$ cat src/ps2md_pkg.sv
// Shared constants for the PS/2 mouse packet decoder.
package ps2md_pkg;

   localparam int BYTE_W      = 8;
   localparam int DELTA_W     = 12;
   localparam int BUTTON_W    = 3;
   localparam int WHEEL_W     = 4;
   localparam int SPEED_W     = 5;
   localparam int CSR_INDEX_W = 1;

   localparam int REQ_DATA_W  = 8;
   localparam int RSP_DATA_W  = 32;

   // speed * reciprocal of five, fixed point
   localparam int DIV5_SHIFT  = 15;
   localparam int DIV5_RECIP  = 6554;
   localparam int MAG_W       = 9;
   localparam int GAIN_W      = 18;
   localparam int PROD_W      = MAG_W + GAIN_W;

   localparam logic [SPEED_W-1:0] SPEED_RESET = 5'd5;
   localparam logic [GAIN_W-1:0]  GAIN_RESET  = GAIN_W'(5 * DIV5_RECIP);
   localparam logic [DELTA_W-1:0] DELTA_LIMIT = 12'd1587;

   typedef enum logic [CSR_INDEX_W-1:0] {
      REG_SPEED      = 1'b0,
      REG_WHEEL_MODE = 1'b1
   } csr_reg_type;

   localparam logic [1:0] POS_FIRST  = 2'd0;
   localparam logic [1:0] POS_THIRD  = 2'd2;
   localparam logic [1:0] POS_FOURTH = 2'd3;

endpackage

$ cat src/ps2_mouse_packet_decoder_top.sv
// PS/2 mouse packet decoder top level: byte framing, scaling and result register.
//
// Takes one mouse byte per request and returns one motion/button/wheel report per
// completed packet without overflow bits that moves, turns the wheel or changes the
// buttons. Packets are three bytes, or four with wheel_mode set; a first byte without
// bit 3 is dropped. A byte is accepted every cycle while rsp_tready is high: it lands
// in an input register, is decoded by one pass of logic (two 9x18 multiplies do the
// speed/5 scaling) and the report is loaded into the result register when the input
// stage advances. With the result stalled, one further byte is held in the input
// stage.
module ps2_mouse_packet_decoder_top (
   input  logic                                   clock,
   input  logic                                   reset,
   // fields: data_byte[7:0]
   input  logic [ps2md_pkg::REQ_DATA_W-1:0]       req_tdata,
   input  logic                                   req_tvalid,
   output logic                                   req_tready,
   // fields: delta_x[11:0], delta_y[23:12], button_mask[26:24], wheel_delta[30:27], zero[31]
   output logic [ps2md_pkg::RSP_DATA_W-1:0]       rsp_tdata,
   output logic                                   rsp_tvalid,
   input  logic                                   rsp_tready,
   input  logic                                   csr_we,
   input  logic [ps2md_pkg::CSR_INDEX_W-1:0]      csr_index,
   input  logic [ps2md_pkg::SPEED_W-1:0]          csr_wdata
);
   import ps2md_pkg::*;

   logic                  in_valid_ff, in_valid_in;
   logic [BYTE_W-1:0]     in_byte_ff;
   logic [1:0]            pos_ff, pos_in;
   logic [BYTE_W-1:0]     packet_ff [3];
   logic [BUTTON_W-1:0]   prev_ff, prev_in;
   logic [GAIN_W-1:0]     gain_ff;
   logic                  wheel_mode_ff;
   logic                  rsp_valid_ff, rsp_valid_in;
   logic [DELTA_W-1:0]    dx_ff, dy_ff;
   logic [BUTTON_W-1:0]   buttons_ff;
   logic [WHEEL_W-1:0]    wheel_ff;

   logic                  advance;
   logic                  drop, complete, overflow, emit;
   logic [1:0]            last_pos;
   logic [BYTE_W-1:0]     b0, byte1, byte2;
   logic [MAG_W-1:0]      mag_x, mag_y;
   logic [PROD_W-1:0]     prod_x, prod_y;
   logic [DELTA_W-1:0]    q_x, q_y, sx, sy;
   logic [WHEEL_W-1:0]    wheel;
   logic [BUTTON_W-1:0]   buttons;

   assign advance    = in_valid_ff && (!rsp_valid_ff || rsp_tready);
   assign req_tready = !in_valid_ff || advance;

   always_comb begin
      last_pos = wheel_mode_ff ? POS_FOURTH : POS_THIRD;
      drop     = (pos_ff == POS_FIRST) && !in_byte_ff[3];
      complete = !drop && (pos_ff >= last_pos);
      b0       = packet_ff[0];
      byte1    = packet_ff[1];
      byte2    = (pos_ff == POS_THIRD) ? in_byte_ff : packet_ff[2];
      overflow = b0[7] | b0[6];
      buttons  = b0[BUTTON_W-1:0];

      mag_x  = b0[4] ? (MAG_W'(9'h100) - {1'b0, byte1}) : {1'b0, byte1};
      mag_y  = b0[5] ? (MAG_W'(9'h100) - {1'b0, byte2}) : {1'b0, byte2};
      prod_x = PROD_W'(mag_x) * PROD_W'(gain_ff);
      prod_y = PROD_W'(mag_y) * PROD_W'(gain_ff);
      q_x    = prod_x[DIV5_SHIFT +: DELTA_W];
      q_y    = prod_y[DIV5_SHIFT +: DELTA_W];
      sx     = b0[4] ? (DELTA_W'(0) - q_x) : q_x;
      sy     = b0[5] ? q_y : (DELTA_W'(0) - q_y);

      wheel  = (wheel_mode_ff && pos_ff == POS_FOURTH) ? in_byte_ff[WHEEL_W-1:0]
                                                        : WHEEL_W'(0);
      emit   = complete && !overflow &&
               (sx != '0 || sy != '0 || wheel != '0 || buttons != prev_ff);

      pos_in  = pos_ff;
      prev_in = prev_ff;
      if (advance && !drop) begin
         pos_in = complete ? POS_FIRST : pos_ff + 2'd1;
      end
      if (advance && emit) begin
         prev_in = buttons;
      end

      in_valid_in = req_tready ? req_tvalid : in_valid_ff;
      if (advance) begin
         rsp_valid_in = emit;
      end else begin
         rsp_valid_in = rsp_valid_ff && !rsp_tready;
      end
   end

   always_ff @(posedge clock) begin
      if (reset) begin
         in_valid_ff   <= 1'b0;
         pos_ff        <= POS_FIRST;
         prev_ff       <= '0;
         rsp_valid_ff  <= 1'b0;
         gain_ff       <= GAIN_RESET;
         wheel_mode_ff <= 1'b0;
      end else begin
         in_valid_ff  <= in_valid_in;
         pos_ff       <= pos_in;
         prev_ff      <= prev_in;
         rsp_valid_ff <= rsp_valid_in;
         if (csr_we) begin
            case (csr_reg_type'(csr_index))
               REG_SPEED:      gain_ff <= GAIN_W'(csr_wdata) * GAIN_W'(DIV5_RECIP);
               REG_WHEEL_MODE: wheel_mode_ff <= csr_wdata[0];
               default: ;
            endcase
         end
      end
   end

   always_ff @(posedge clock) begin
      if (req_tready && req_tvalid) begin
         in_byte_ff <= req_tdata[BYTE_W-1:0];
      end
      if (advance && !drop && pos_ff != POS_FOURTH) begin
         packet_ff[pos_ff] <= in_byte_ff;
      end
      if (advance && emit) begin
         dx_ff      <= sx;
         dy_ff      <= sy;
         buttons_ff <= buttons;
         wheel_ff   <= wheel;
      end
   end

   assign rsp_tvalid = rsp_valid_ff;
   assign rsp_tdata  = {1'b0, wheel_ff, buttons_ff, dy_ff, dx_ff};

`ifndef SYNTHESIS
   // a packet in progress always began with a framing byte
   a_framing: assert property (@(posedge clock) disable iff (reset)
      pos_ff != POS_FIRST |-> packet_ff[0][3])
      else $error("packet in progress without framing bit");

   // a stalled input stage keeps its byte
   a_in_hold: assert property (@(posedge clock) disable iff (reset)
      in_valid_ff && !advance |=> in_valid_ff && $stable(in_byte_ff))
      else $error("input stage lost a byte while stalled");

   // scaled motion magnitude stays within DELTA_LIMIT
   a_dx_range: assert property (@(posedge clock) disable iff (reset)
      rsp_valid_ff |-> ((dx_ff[DELTA_W-1] ? (DELTA_W'(0) - dx_ff) : dx_ff) <= DELTA_LIMIT)
                    && ((dy_ff[DELTA_W-1] ? (DELTA_W'(0) - dy_ff) : dy_ff) <= DELTA_LIMIT))
      else $error("scaled motion out of range");

   // a new request only reaches the result register through the input stage
   a_rsp_source: assert property (@(posedge clock) disable iff (reset)
      !rsp_valid_ff ##1 rsp_valid_ff |-> $past(in_valid_ff))
      else $error("result appeared without a staged request");
`endif

endmodule
$ cat config.mk
export PLATFORM = sky130hd
export DESIGN_NAME = ps2_mouse_packet_decoder_top
export DESIGN_NICKNAME = d
export VERILOG_FILES = /design/src/ps2md_pkg.sv /design/src/ps2_mouse_packet_decoder_top.sv
export SDC_FILE = /design/constraint.sdc
export NUM_CORES = 1
export LEC_CHECK = 0
export BUFFER_PORTS_ARGS = -buffer_cell sky130_fd_sc_hd__buf_2
export CAP_MARGIN = 20
export CORE_ASPECT_RATIO = 1.25
export CORE_MARGIN = 4
export CORE_UTILIZATION = 30
export DETAILED_ROUTE_END_ITERATION = 6
export MAX_ROUTING_LAYER = met4
export PLACE_DENSITY = 0.44
export SYNTH_ARGS = -nofsm -noshare
export SYNTH_HDL_FRONTEND = slang
export SYNTH_SLANG_ARGS = --single-unit
$ cat constraint.sdc
create_clock -name clock -period 8.55 [get_ports clock]
set_clock_uncertainty 0.05 [all_clocks]
set_input_delay 0.4275 -clock clock [delete_from_list [all_inputs] [get_ports clock]]
set_output_delay 0.4275 -clock clock [all_outputs]
set_load 0.01 [all_outputs]
==> impl_metrics.sql <==
INSERT INTO impl_metrics (metric_group, metric, value, unit) VALUES
('logic_synthesis', 'net_count_after_synthesis', '1939', ''),
('place', 'detailedPlacementHpwl', '32510', 'um'),
('floorplan', 'design.core.area', '47220', 'um2'),
('global_routing', 'grt_max_degree', '22', ''),
('route', 'vias', '11000', ''),
('global_routing', 'grt.overflow.total', '0', ''),
('logic_synthesis', 'post_syn_instances', '1587', ''),
('floorplan', 'floorplan.io_pins', '53', ''),
('setup_path', 'reg_to_reg_endpoint', 'rsp_tvalid$_SDFF_PP0_', ''),
('clocking', 'clock_root_buffer', 'sky130_fd_sc_hd__clkbuf_16', ''),
('hold_path', 'timing.hold.worst.class', 'input pin to flip-flop', ''),
('timing', 'drv_slew', '0', ''),
('place', 'port_buffers', '51', ''),
('setup_path', 'cp.required', '8.74', 'ns'),
('logic_synthesis', 'synth-edff-count', '62', ''),
('pwr', 'max-vdd-ir-drop', '0.2392', 'mV'),
('clocking', 'cts_made_buffers', '9', ''),
('logic_synthesis', 'yosys_warnings', '0', ''),
('route', 'detail_route.wl_per_cell', '17.27', 'um'),
('logic_synthesis', 'postSynthAreaPerCell', '9.039', 'um2'),
('finish', 'filler_cell_count', '5015', ''),
('setup_path', 'r2r.worst_path.cells', '36', ''),
('route', 'wirelength', '39950', 'um'),
('route', 'drc', '0', ''),
('hold_path', 'min_to', 'in_byte_ff[6]$_DFFE_PP_', ''),
('timing', 'finalHoldViolations', '0', ''),
('setup_path', 'critical_path.top_delay_family', 'adder cells', ''),
('global_routing', 'number_of_global_route_vias_before_repair', '11680', ''),
('place', 'placed_area', '15840', 'um2'),
('setup_path', 'worstPathArrival', '8.44', 'ns'),
('clocking', 'clkLatencyLatePin', '0.35', 'ns'),
('setup_path', 'cp_max_fanout', '14', ''),
('global_routing', 'wire_length_of_the_first_global_routing_pass', '63530', 'um'),
('setup_path', 'cp_num_buf_inv', '11', ''),
('status', 'outcome', 'finished, final reports clean', ''),
('logic_synthesis', 'postSynth.asyncResetShare', '0', ''),
('run', 'drv_cap', '0', ''),
('logic_synthesis', 'post_synth_instance_area', '14350', 'um2'),
('timing', 'period_needed', '8.251', 'ns'),
('place', 'gp_congestion', '0.8572', ''),
('floorplan', 'initial_core_util', '0.3038', ''),
('setup_path', 'path_class', 'flip-flop to flip-flop', ''),
('logic_synthesis', 'synth_largest_type_area_fraction', '0.2973', ''),
('finish', 'syn_to_final_growth', '14.71', '%'),
('route', 'drt-pass1-iter-count', '5', ''),
('finish', 'antenna_cells_inserted', '0', ''),
('route', 'detail_route.vias_per_cell', '4.755', ''),
('setup_path', 'start_kind', 'flip-flop', ''),
('global_routing', 'grt.total_usage', '0.1621', ''),
('clocking', 'cts_htree_levels', '3', ''),
('setup_path', 'rrSetupSlack', '0.30', 'ns'),
('clocking', 'clock_tree_sinks', '87', ''),
('clocking', 'clkSlewWorstSetupHoldPaths', '0.06', 'ns'),
('floorplan', 'die_width', '203.6', 'um'),
('route', 'antenna_violating_nets_post_route', '0', ''),
('logic_synthesis', 'synth.lib_cells_used.distinct', '80', ''),
('setup_path', 'critical-path-slowest-cell', 'sky130_fd_sc_hd__fa_1', ''),
('timing', 'max_clock_freq', '121.2', 'MHz'),
('timing', 'max_slew_margin', '0.3004', ''),
('floorplan', 'chipHeight', '252.5', 'um'),
('pwr', 'static-leakage-power', '7.764', 'nW'),
('global_routing', 'antenna_violations_before_repair', '0', ''),
('finish', 'finalInstanceArea', '16460', 'um2'),
('logic_synthesis', 'synth_flop_cell', 'sky130_fd_sc_hd__edfxtp_1', ''),
('logic_synthesis', 'ys_seq_elements', '87', ''),
('pwr', 'cellPowerDensity', '172.9', 'nW/um2'),
('finish', 'nNetsFinal', '2023', ''),
('logic_synthesis', 'yosys.cell_count.top_type', 'sky130_fd_sc_hd__inv_1', ''),
('timing', 'setup-violations-final', '0', ''),
('logic_synthesis', 'synth-seq-area-share', '0.1647', ''),
('clocking', 'tritoncts', 'done', '');
==> how the worst max path moves through the flow <==
stage,end,slack [ns],start,cells after the start
after floorplan,buttons_ff[0]$_DFFE_PP_,0.06,pos_ff[0]$_SDFFE_PP0P_,30
after global placement,rsp_tvalid$_SDFF_PP0_,-0.28,pos_ff[0]$_SDFFE_PP0P_,34
after detailed placement,rsp_tvalid$_SDFF_PP0_,-0.33,pos_ff[0]$_SDFFE_PP0P_,35
after CTS,rsp_tvalid$_SDFF_PP0_,0.02,pos_ff[0]$_SDFFE_PP0P_,36
after global routing,rsp_tvalid$_SDFF_PP0_,-0.03,pos_ff[0]$_SDFFE_PP0P_,37
final,rsp_tvalid$_SDFF_PP0_,0.30,pos_ff[0]$_SDFFE_PP0P_,36
==> layer usage <==
metal | global-route usage | share of wire | vias up
met5 | - | 0 | -
met4 | 0.05109 | 0.029 | 0
met3 | 0.008599 | 0.021 | 47
met2 | 0.2991 | 0.54 | 170
met1 | 0.1894 | 0.41 | 5568
li1 | - | - | 5214
==> report_power, final <==
group	total [W]	internal (W)	switching, W
clock network	0.000391	0.000233	0.000158
registers	0.000547	0.000495	0.0000521
logic	0.00191	0.000802	0.00111
==> flip-flops by register name, summed over array words and instances (netlist names) <==
name and count:
rsp_tvalid 1, packet_ff 23, wheel_mode_ff 1, gain_ff 17
dx_ff 12, pos_ff 2, wheel_ff 4, in_valid_ff 1
prev_ff 3, in_byte_ff 8, dy_ff 12, buttons_ff 3
==> worst reg2reg max path, delay by kind of cell, from the launching register on <==
family                   cells  cell delay [ns]
adder cells (fa/ha/maj)      8             2.73
AND/OR/NAND/NOR             10             2.49
buffers and inverters       11             1.19
AO/OA/AOI/OAI                5             0.95
flip-flops                   1             0.34
multiplexers                 1             0.31
XOR/XNOR                     1             0.11
==> logic make-up (layout without fill, tap and decap cells) <==
group | count (synthesis) | in the layout | synth area share
compound gates | 197 | 197 | 0.09542
flops | 87 | 87 | 0.1647
other cells | 1 | 1 | 0.0002614
fa+ha+maj | 333 | 333 | 0.4019
mux | 20 | 20 | 0.01579
xor+xnor | 65 | 65 | 0.03969
simple gates | 535 | 535 | 0.1899
buf+inv | 349 | 438 | 0.09237
==> area by class of cell <==
class | count | area (um2) | share of cell area
clock inverters | 4 | 46.29 | 0.002813
well taps | 637 | 797.0 | 0.04843
repair buffers | 144 | 1091 | 0.06630
flip-flops and latches | 87 | 2362 | 0.1436
multi-input cells | 1151 | 10870 | 0.6605
inverters | 278 | 1044 | 0.06341
clock buffers | 12 | 246.5 | 0.01498
==> through the flow <==
step / instances / TNS [ns] / hold WS [ns] / setup WS, ns / utilization
after floorplan: 1587 / 0 / 0.3973 / 0.06183 / -
after global placement: 2288 / -8.796 / 0.4070 / -0.2805 / 0.3354
after detailed placement: 2288 / -10.33 / 0.4182 / -0.3337 / 0.3354
after CTS: 2304 / 0 / 0.1840 / 0.01740 / 0.3423
after global routing: 2313 / -0.03198 / 0.1917 / -0.03198 / 0.3485
final: 2313 / 0 / 0.2060 / 0.2987 / 0.3485
==> layout by cell type, fill, tap and decap left out, types with 5 or more instances in the layout <==
master,n
sky130_fd_sc_hd__or2_2,5
sky130_fd_sc_hd__inv_1,275
sky130_fd_sc_hd__nand2_1,223
sky130_fd_sc_hd__ha_1,115
sky130_fd_sc_hd__and3_1,11
sky130_fd_sc_hd__o21ai_0,24
sky130_fd_sc_hd__or3_1,6
sky130_fd_sc_hd__edfxtp_1,62
sky130_fd_sc_hd__nor2b_1,31
sky130_fd_sc_hd__nand3_1,9
sky130_fd_sc_hd__xnor2_1,43
sky130_fd_sc_hd__o21bai_1,12
sky130_fd_sc_hd__nor2_1,47
sky130_fd_sc_hd__o21a_1,10
sky130_fd_sc_hd__a31oi_1,9
sky130_fd_sc_hd__nor4_1,7
sky130_fd_sc_hd__mux2_2,6
sky130_fd_sc_hd__clkbuf_16,11
sky130_fd_sc_hd__and4_1,5
sky130_fd_sc_hd__nand4_1,8
sky130_fd_sc_hd__fa_1,213
sky130_fd_sc_hd__dfxtp_1,25
sky130_fd_sc_hd__a41oi_1,5
sky130_fd_sc_hd__o21ai_1,6
sky130_fd_sc_hd__xor2_1,17
sky130_fd_sc_hd__nand2b_1,13
sky130_fd_sc_hd__a21oi_1,59
sky130_fd_sc_hd__buf_4,80
sky130_fd_sc_hd__mux2i_1,10
sky130_fd_sc_hd__nor3_1,14
sky130_fd_sc_hd__a21o_1,13
sky130_fd_sc_hd__buf_2,51
sky130_fd_sc_hd__a211oi_1,8
sky130_fd_sc_hd__buf_12,7
sky130_fd_sc_hd__and2_1,135
==> what timing repair did <==
item                                    in CTS  in global routing
buffers inserted                             0                  5
gates resized for setup                      6                 36
endpoints found under the setup margin      35                 35
gates cloned                                 0                  3
pin swaps                                    2                 16
(Power assumes the default switching activity.)
